<file path="config.mk">
export PLATFORM = sky130hd
export DESIGN_NAME = shutter_sensor_timing_capture_unit
export DESIGN_NICKNAME = d
export VERILOG_FILES = /design/src/design/ssc_pkg.sv /design/src/design/ssc_apb_regs.sv /design/src/design/ssc_sense_stage.sv /design/src/design/ssc_capture_core.sv /design/src/design/shutter_sensor_timing_capture_unit.sv
export SDC_FILE = /design/constraint.sdc
export NUM_CORES = 1
export LEC_CHECK = 0
export CORE_MARGIN = 2
export CORE_UTILIZATION = 30
export CTS_BUF_LIST = sky130_fd_sc_hd__clkbuf_8 sky130_fd_sc_hd__clkbuf_16
export DETAILED_ROUTE_END_ITERATION = 6
export DONT_BUFFER_PORTS = 1
export HOLD_SLACK_MARGIN = 0.15
export PLACE_DENSITY_LB_ADDON = 0.15
export SLEW_MARGIN = 10
export SYNTH_ARGS = -nofsm -noshare
export SYNTH_HDL_FRONTEND = slang
export SYNTH_SLANG_ARGS = --single-unit
export TNS_END_PERCENT = 1
</file>
<file path="constraint.sdc">
create_clock -name i_clk -period 13.6 [get_ports i_clk]
set_input_delay 4.08 -clock i_clk [delete_from_list [all_inputs] [get_ports i_clk]]
set_output_delay 4.08 -clock i_clk [all_outputs]
set_load 0.02 [all_outputs]
</file>
<file path="src/design/ssc_pkg.sv">
// Shared types and constants for the shutter sensor timing capture unit.
// No dependencies; every other design file refers to it by scoped names.
`timescale 1ns / 1ps

package ssc_pkg;

    localparam int SAMPLE_BITS = 12;
    localparam int TIME_BITS   = 32;
    localparam int CAP_COUNT   = 6;

    localparam logic [SAMPLE_BITS-1:0] LIGHT_THRESHOLD_RESET = SAMPLE_BITS'(200);

    // APB map: one 32-bit register per word
    localparam int APB_ADDR_BITS = 3;
    localparam int APB_DATA_BITS = 32;
    localparam logic [0:0] REG_LIGHT_THRESHOLD = 1'b0;

    // capture slots, in rule order
    localparam int CAP_FIRST_ON   = 0;
    localparam int CAP_MIDDLE_ON  = 1;
    localparam int CAP_LAST_ON    = 2;
    localparam int CAP_FIRST_OFF  = 3;
    localparam int CAP_MIDDLE_OFF = 4;
    localparam int CAP_LAST_OFF   = 5;

    typedef logic [SAMPLE_BITS-1:0] t_sample;
    typedef logic [TIME_BITS-1:0]   t_time;
    typedef logic [CAP_COUNT-1:0]   t_flags;

    // sample after the threshold compare
    typedef struct packed {
        t_time      time_us;
        logic       lit_first;
        logic       lit_middle;
        logic       lit_last;
    } t_sense;

    typedef struct packed {
        logic       indicator_lit;
        logic       measure_done;
        t_time      middle_span_us;
        t_time      opening_us;
        t_time      closing_us;
    } t_result;

endpackage

</file>
<file path="src/design/ssc_apb_regs.sv">
// APB configuration register block: holds the light threshold.
// Uses ssc_pkg.
`timescale 1ns / 1ps

module ssc_apb_regs (
    input  logic                                  i_clk,
    input  logic                                  i_rst_n,
    input  logic                                  psel,
    input  logic                                  penable,
    input  logic                                  pwrite,
    input  logic [ssc_pkg::APB_ADDR_BITS-1:0]     paddr,
    input  logic [ssc_pkg::APB_DATA_BITS-1:0]     pwdata,
    output logic [ssc_pkg::APB_DATA_BITS-1:0]     prdata,
    output logic                                  pready,
    output ssc_pkg::t_sample                      o_light_threshold
);

    ssc_pkg::t_sample r_threshold;
    ssc_pkg::t_sample n_threshold;
    logic             w_sel_thr;

    // word index is the top address bit; byte offsets inside a word alias
    assign w_sel_thr = (paddr[ssc_pkg::APB_ADDR_BITS-1] == ssc_pkg::REG_LIGHT_THRESHOLD);

    always_comb begin
        n_threshold = r_threshold;
        if (psel && penable && pwrite && w_sel_thr) begin
            n_threshold = pwdata[ssc_pkg::SAMPLE_BITS-1:0];
        end
    end

    always_ff @(posedge i_clk) begin
        if (!i_rst_n) begin
            r_threshold <= ssc_pkg::LIGHT_THRESHOLD_RESET;
        end else begin
            r_threshold <= n_threshold;
        end
    end

    always_comb begin
        prdata = '0;
        if (w_sel_thr) begin
            prdata = ssc_pkg::APB_DATA_BITS'(r_threshold);
        end
    end

    assign pready            = 1'b1;
    assign o_light_threshold = r_threshold;

endmodule

</file>
<file path="src/design/ssc_sense_stage.sv">
// Input stage: compares the three sensor levels with the threshold and
// registers the timestamp and lit bits. Uses ssc_pkg.
`timescale 1ns / 1ps

module ssc_sense_stage (
    input  logic              i_clk,
    input  logic              i_rst_n,
    input  logic              i_in_valid,
    output logic              o_in_stall,
    input  ssc_pkg::t_time    i_time_us,
    input  ssc_pkg::t_sample  i_level_first,
    input  ssc_pkg::t_sample  i_level_middle,
    input  ssc_pkg::t_sample  i_level_last,
    input  ssc_pkg::t_sample  i_light_threshold,
    input  logic              i_advance,
    output logic              o_valid,
    output ssc_pkg::t_sense   o_sense
);

    logic            r_valid;
    logic            n_valid;
    ssc_pkg::t_sense r_sense;
    logic            w_take;

    assign o_in_stall = r_valid && !i_advance;
    assign w_take     = i_in_valid && !o_in_stall;

    always_comb begin
        n_valid = r_valid;
        if (w_take) begin
            n_valid = 1'b1;
        end else if (i_advance) begin
            n_valid = 1'b0;
        end
    end

    always_ff @(posedge i_clk) begin
        if (!i_rst_n) begin
            r_valid <= 1'b0;
        end else begin
            r_valid <= n_valid;
        end
    end

    always_ff @(posedge i_clk) begin
        if (w_take) begin
            r_sense.time_us    <= i_time_us;
            r_sense.lit_first  <= (i_level_first  >= i_light_threshold);
            r_sense.lit_middle <= (i_level_middle >= i_light_threshold);
            r_sense.lit_last   <= (i_level_last   >= i_light_threshold);
        end
    end

    assign o_valid = r_valid;
    assign o_sense = r_sense;

endmodule

</file>
<file path="src/design/ssc_capture_core.sv">
// Capture rules, capture state and result register.
// Uses ssc_pkg.
`timescale 1ns / 1ps

module ssc_capture_core (
    input  logic              i_clk,
    input  logic              i_rst_n,
    input  logic              i_valid,
    input  ssc_pkg::t_sense   i_sense,
    input  logic              i_out_stall,
    output logic              o_advance,
    output logic              o_out_valid,
    output ssc_pkg::t_result  o_result
);

    ssc_pkg::t_flags  r_flags;
    ssc_pkg::t_flags  n_flags;
    ssc_pkg::t_time   r_times [ssc_pkg::CAP_COUNT];
    ssc_pkg::t_time   w_eff   [ssc_pkg::CAP_COUNT];
    ssc_pkg::t_flags  w_take;
    ssc_pkg::t_flags  w_have;
    logic             r_out_valid;
    logic             n_out_valid;
    ssc_pkg::t_result r_result;
    ssc_pkg::t_result w_result;
    logic             w_fire;

    assign o_advance = !r_out_valid || !i_out_stall;
    assign w_fire    = i_valid && o_advance;

    // rules in order; each sees the captures made by the ones above it
    always_comb begin
        w_take = '0;
        w_have = r_flags;
        w_take[ssc_pkg::CAP_FIRST_ON] = !w_have[ssc_pkg::CAP_FIRST_ON] && i_sense.lit_first;
        w_have[ssc_pkg::CAP_FIRST_ON] = w_have[ssc_pkg::CAP_FIRST_ON]
                                        || w_take[ssc_pkg::CAP_FIRST_ON];
        w_take[ssc_pkg::CAP_MIDDLE_ON] = w_have[ssc_pkg::CAP_FIRST_ON]
                                         && !w_have[ssc_pkg::CAP_MIDDLE_ON]
                                         && i_sense.lit_middle;
        w_have[ssc_pkg::CAP_MIDDLE_ON] = w_have[ssc_pkg::CAP_MIDDLE_ON]
                                         || w_take[ssc_pkg::CAP_MIDDLE_ON];
        w_take[ssc_pkg::CAP_LAST_ON] = w_have[ssc_pkg::CAP_MIDDLE_ON]
                                       && !w_have[ssc_pkg::CAP_LAST_ON]
                                       && i_sense.lit_last;
        w_have[ssc_pkg::CAP_LAST_ON] = w_have[ssc_pkg::CAP_LAST_ON]
                                       || w_take[ssc_pkg::CAP_LAST_ON];
        w_take[ssc_pkg::CAP_FIRST_OFF] = w_have[ssc_pkg::CAP_FIRST_ON]
                                         && !w_have[ssc_pkg::CAP_FIRST_OFF]
                                         && !i_sense.lit_first;
        w_have[ssc_pkg::CAP_FIRST_OFF] = w_have[ssc_pkg::CAP_FIRST_OFF]
                                         || w_take[ssc_pkg::CAP_FIRST_OFF];
        w_take[ssc_pkg::CAP_MIDDLE_OFF] = w_have[ssc_pkg::CAP_FIRST_OFF]
                                          && w_have[ssc_pkg::CAP_MIDDLE_ON]
                                          && !w_have[ssc_pkg::CAP_MIDDLE_OFF]
                                          && !i_sense.lit_middle;
        w_have[ssc_pkg::CAP_MIDDLE_OFF] = w_have[ssc_pkg::CAP_MIDDLE_OFF]
                                          || w_take[ssc_pkg::CAP_MIDDLE_OFF];
        w_take[ssc_pkg::CAP_LAST_OFF] = w_have[ssc_pkg::CAP_MIDDLE_OFF]
                                        && w_have[ssc_pkg::CAP_LAST_ON]
                                        && !w_have[ssc_pkg::CAP_LAST_OFF]
                                        && !i_sense.lit_last;
        w_have[ssc_pkg::CAP_LAST_OFF] = w_have[ssc_pkg::CAP_LAST_OFF]
                                        || w_take[ssc_pkg::CAP_LAST_OFF];
    end

    // times as they stand after this sample's captures
    always_comb begin
        for (int i = 0; i < ssc_pkg::CAP_COUNT; i++) begin
            w_eff[i] = w_take[i] ? i_sense.time_us : r_times[i];
        end
    end

    always_comb begin
        w_result.indicator_lit  = w_have[ssc_pkg::CAP_FIRST_ON];
        w_result.measure_done   = w_take[ssc_pkg::CAP_LAST_OFF];
        w_result.middle_span_us = '0;
        w_result.opening_us     = '0;
        w_result.closing_us     = '0;
        if (w_take[ssc_pkg::CAP_LAST_OFF]) begin
            w_result.middle_span_us = w_eff[ssc_pkg::CAP_MIDDLE_OFF]
                                      - w_eff[ssc_pkg::CAP_MIDDLE_ON];
            w_result.opening_us  = w_eff[ssc_pkg::CAP_LAST_ON]
                                   - w_eff[ssc_pkg::CAP_FIRST_ON];
            w_result.closing_us  = w_eff[ssc_pkg::CAP_LAST_OFF]
                                   - w_eff[ssc_pkg::CAP_FIRST_OFF];
        end
    end

    // completing sample clears the measurement; times are gated by flags
    always_comb begin
        n_flags = r_flags;
        if (w_fire) begin
            n_flags = w_take[ssc_pkg::CAP_LAST_OFF] ? '0 : w_have;
        end
    end

    always_comb begin
        n_out_valid = r_out_valid;
        if (w_fire) begin
            n_out_valid = 1'b1;
        end else if (!i_out_stall) begin
            n_out_valid = 1'b0;
        end
    end

    always_ff @(posedge i_clk) begin
        if (!i_rst_n) begin
            r_flags     <= '0;
            r_out_valid <= 1'b0;
        end else begin
            r_flags     <= n_flags;
            r_out_valid <= n_out_valid;
        end
    end

    always_ff @(posedge i_clk) begin
        if (w_fire) begin
            r_result <= w_result;
            for (int i = 0; i < ssc_pkg::CAP_COUNT; i++) begin
                if (w_take[i]) begin
                    r_times[i] <= i_sense.time_us;
                end
            end
        end
    end

    assign o_out_valid = r_out_valid;
    assign o_result    = r_result;

endmodule

</file>
<file path="src/design/shutter_sensor_timing_capture_unit.sv">
// Top level of the shutter sensor timing capture unit.
// Instantiates ssc_apb_regs, ssc_sense_stage and ssc_capture_core; uses ssc_pkg.
`timescale 1ns / 1ps

// Takes one sensor sample request per clock while o_in_stall is low and returns
// one result request per sample, in order, through the input and result registers.
// The input register (threshold compares) and the result register (capture
// rules, state update and the three 32-bit differences) form a two-stage
// pipeline; the capture state is updated as each result is registered, so
// consecutive samples see each other's captures with no gap. The light
// threshold is written over APB at byte address 0 (resets to 200) and must
// only be changed while no request is in flight.

module shutter_sensor_timing_capture_unit (
    input  logic                                  i_clk,
    input  logic                                  i_rst_n,
    input  logic                                  psel,
    input  logic                                  penable,
    input  logic                                  pwrite,
    input  logic [ssc_pkg::APB_ADDR_BITS-1:0]     paddr,
    input  logic [ssc_pkg::APB_DATA_BITS-1:0]     pwdata,
    output logic [ssc_pkg::APB_DATA_BITS-1:0]     prdata,
    output logic                                  pready,
    input  logic                                  i_in_valid,
    output logic                                  o_in_stall,
    input  logic [ssc_pkg::TIME_BITS-1:0]         i_time_us,
    input  logic [ssc_pkg::SAMPLE_BITS-1:0]       i_level_first,
    input  logic [ssc_pkg::SAMPLE_BITS-1:0]       i_level_middle,
    input  logic [ssc_pkg::SAMPLE_BITS-1:0]       i_level_last,
    output logic                                  o_out_valid,
    input  logic                                  i_out_stall,
    output logic                                  o_indicator_lit,
    output logic                                  o_measure_done,
    output logic [ssc_pkg::TIME_BITS-1:0]         o_middle_span_us,
    output logic [ssc_pkg::TIME_BITS-1:0]         o_opening_us,
    output logic [ssc_pkg::TIME_BITS-1:0]         o_closing_us
);

    ssc_pkg::t_sample w_threshold;
    ssc_pkg::t_sense  w_sense;
    ssc_pkg::t_result w_result;
    logic             w_sense_valid;
    logic             w_advance;

    ssc_apb_regs u_regs (
        .i_clk             (i_clk),
        .i_rst_n           (i_rst_n),
        .psel              (psel),
        .penable           (penable),
        .pwrite            (pwrite),
        .paddr             (paddr),
        .pwdata            (pwdata),
        .prdata            (prdata),
        .pready            (pready),
        .o_light_threshold (w_threshold)
    );

    ssc_sense_stage u_sense (
        .i_clk             (i_clk),
        .i_rst_n           (i_rst_n),
        .i_in_valid        (i_in_valid),
        .o_in_stall        (o_in_stall),
        .i_time_us         (i_time_us),
        .i_level_first     (i_level_first),
        .i_level_middle    (i_level_middle),
        .i_level_last      (i_level_last),
        .i_light_threshold (w_threshold),
        .i_advance         (w_advance),
        .o_valid           (w_sense_valid),
        .o_sense           (w_sense)
    );

    ssc_capture_core u_core (
        .i_clk       (i_clk),
        .i_rst_n     (i_rst_n),
        .i_valid     (w_sense_valid),
        .i_sense     (w_sense),
        .i_out_stall (i_out_stall),
        .o_advance   (w_advance),
        .o_out_valid (o_out_valid),
        .o_result    (w_result)
    );

    assign o_indicator_lit  = w_result.indicator_lit;
    assign o_measure_done   = w_result.measure_done;
    assign o_middle_span_us = w_result.middle_span_us;
    assign o_opening_us     = w_result.opening_us;
    assign o_closing_us     = w_result.closing_us;

endmodule

</file>
==> impl_metrics.csv <==
group,metric,value,unit
placed_design,place_congestion,0.837,
worst_setup_path,rrSetupSlack,7.49,ns
run_status,outcome,"complete, no violations",
yosys,synth_flop_cell,"edfxtp_1",
worst_setup_path,crit_path_start,"i_out_stall",
power_and_ir_drop,leakage,7.93,nW
layout,drive_gt1_share,8.45,%
drt,drc_errors,0,
worst_setup_path,endpoint_kind,"output port",
sta,finalSetupViolCount,0,
drt,detail_route.iter0.violations,659,
cts,h-tree-depth,2,
worst_setup_path,cp.required,9.52,ns
grt,grt.total_usage,15.2,%
drt,dr.pass1.iters,5,
drt,wl_per_cell,19.6,um
layout,area_growth,12.7,%
yosys,mappedNetlistArea,18600,um^2
cts,clk_latency,0.59,ns
sta,finalCriticalPeriod,8.50,ns
cts,postCtsSetupBuffers,0,
sta,whs,0.463,ns
worst_setup_path,cpLargestDelayFamily,"simple AND/OR/NAND/NOR gates",
worst_setup_path,path_class,"input pin to output port",
worst_setup_path,cp_num_buf_inv,0,
yosys,synth_edf_count,324,
cts,cts.path.max_buffers,3,
grt,gr-total-overflow,0,
cts,cts_tree,"done",
yosys,yosysUniqueCellTypes,67,
layout,seqCellArea,10100,um^2
worst_setup_path,worstPathMaxFanout,3,
drt,antenna_left,0,
min_path,hold_class,"flop to flop",
die,core,61600,um^2
sta,post-route-period-util,62.5,%
sta,slew_headroom,40.1,%
die,ios,243,
cts,root_buffer,"clkbuf_16",
layout,nFillCells,6083,
flow_run,drv_cap,0,
cts,clock_sinks,344,
cts,cts_made_buffers,42,
die,initial_core_util,30.3,%
yosys,postSynthCellCount,1644,
worst_setup_path,reg2reg_to,"u_core.o_result[27]",
sta,slew_viol_final,0,
layout,nNetsFinal,1891,
yosys,ys_seq_elements,344,
power_and_ir_drop,peakVddDrop,0.0795,mV
placed_design,place_hpwl,33400,um
drt,vias,12200,
yosys,yosysWarnings,0,
sta,worst_pin_slew,0.897,ns
min_path,holdPathStages,1,
sta,fmax,118,MHz
sta,skew,0.0302,ns
layout,final_cell_mix,"edfxtp_1, nand2_1, nor2_1, ha_1, mux2i_1",
yosys,synthArstFlopShare,0,%
worst_setup_path,crit_path_max_incr_delay,0.34,ns
grt,grt_pass1_vias,12100,
grt,grt_start_max_net_pins,58,
worst_setup_path,critPathLaunchType,"input pin",
grt,antenna_found_initial,2,
worst_setup_path,arrival,4.42,ns
layout,num_antenna_cells,0,
layout,final_common_cell,"edfxtp_1",
placed_design,portBuffers,0,
grt,grt_pass1_wl,73900,um
die,rows,91,
worst_setup_path,r2r_cells,20,
die,dieArea,64100,um^2
worst_setup_path,crit_chain,"and3_1",
sta,rsz0062_at_grt,"false",
worst_setup_path,path_depth,1,
layout,multi_input_area,8100,um^2
die,die_w,253,um
sta,hold_viol,0,
die,chipHeight,253,um
sta,fin_tns_setup,0,ns
cts,cts_hold_buffers,0,
yosys,synth_area_per_cell,11.3,um^2
worst_setup_path,r2r-start,"u_sense.o_sense[2]",
drt,wirelength,49400,um
worst_setup_path,cpMaxStageDelayCell,"and3_1",
cts,clkTransAtPathRegs,0.06,ns
cts,cts.repair.resized,0,
power_and_ir_drop,p_per_area,131,nW/um^2
worst_setup_path,critPathCapture,"o_in_stall",
drt,avgViaCountPerCell,4.86,
yosys,ys_seq_area_share,54.3,%
## power breakdown
part,internal [mW],total [mW],switching [mW]
Clock,0.700,1.18,0.475
Sequential,1.19,1.23,0.0398
Combinational,0.132,0.337,0.205
Total,2.02,2.74,0.720
## per-stage QoR
stage | instance area (um^2) | util, % | power, mW | cells | setup slack (ns)
3_3_place_gp | 19600 | 31.8 | 1.59 | 2442 | 5.10
6_report | 21000 | 34.1 | 2.74 | 2518 | 5.10
4_1_cts | 21000 | 34.1 | 2.79 | 2518 | 5.10
5_1_grt | 21000 | 34.1 | 2.86 | 2518 | 5.09
3_5_place_dp | 19600 | 31.8 | 1.59 | 2442 | 5.09
2_1_floorplan | 18700 | - | 1.50 | 1663 | 4.96
## metal layers
layer	wire (um)	global-route usage, %	vias up
met2	22900	24.8	243
met3	2280	3.28	64
met4	1070	4.21	0
met5	0	0	-
met1	23100	20.4	5923
li1	-	-	6001
## kinds of logic after synthesis
logic type      after synthesis  synth area share [%]
simple gates                527                  12.2
flops                       344                  54.3
compound gates              319                  11.1
fa+ha+maj                   132                  8.98
mux                         127                  7.03
buf+inv                     117                  2.81
xor+xnor                     76                  3.57
other cells                   2                0.0403
## layout make-up
cell class	instances	area share, %
tap	837	4.99
sequential	344	48.2
multi-input combinational	1202	38.6
timing repair buffer	18	0.643
inverter	41	0.745
clock inverter	34	1.81
clock buffer	42	5.00
## registers in the layout, summed over array words and instances, names as in the netlist
register	cells
u_core.o_out_valid	1
u_core.o_result	98
u_core.r_flags	6
u_core.r_times	191
u_regs.o_light_threshold	12
u_sense.o_sense	35
u_sense.o_valid	1
## worst min path at each step
stage                                      startpoint                     endpoint  slack (ns)
final                               u_core.r_flags[5]            u_core.r_flags[5]        0.46
after global routing      u_regs.o_light_threshold[8]  u_regs.o_light_threshold[8]        0.48
after CTS                           u_core.r_flags[5]            u_core.r_flags[5]        0.47
after detailed placement            u_core.r_flags[5]            u_core.r_flags[5]        0.45
after global placement              u_core.r_flags[5]            u_core.r_flags[5]        0.44
after floorplan                     u_core.r_flags[5]            u_core.r_flags[5]        0.43
## worst register-to-register path, delay by kind of cell, from the launching register on
family,cells,cell delay (ns)
AO/OA/AOI/OAI,9,2.75
buffers and inverters,5,1.70
flip-flops,1,0.41
adder cells (fa/ha/maj),1,0.40
AND/OR/NAND/NOR,4,0.36
XOR/XNOR,1,0.20
## cells in the mapped netlist, types with 7 or more instances
cell	number	area [um^2]
edfxtp_1	324	9730
nand2_1	255	957
nor2_1	154	578
ha_1	129	1610
mux2i_1	96	961
a21oi_1	89	445
o21ai_0	64	320
clkbuf_1	47	176
a21o_1	45	338
inv_1	41	154
xor2_1	39	342
xnor2_1	37	324
mux2_2	31	349
buf_4	21	158
dfxtp_1	20	400
nand3_1	20	100
a211oi_1	19	143
o211ai_1	19	143
nor2b_1	17	106
nor3_1	17	85.1
nand2b_1	16	100
nand4_1	16	100
o21a_1	15	113
a21boi_0	10	75.1
o21bai_1	8	60.1
a31oi_1	7	43.8
Note: power is estimated with default switching activity, not from simulation.
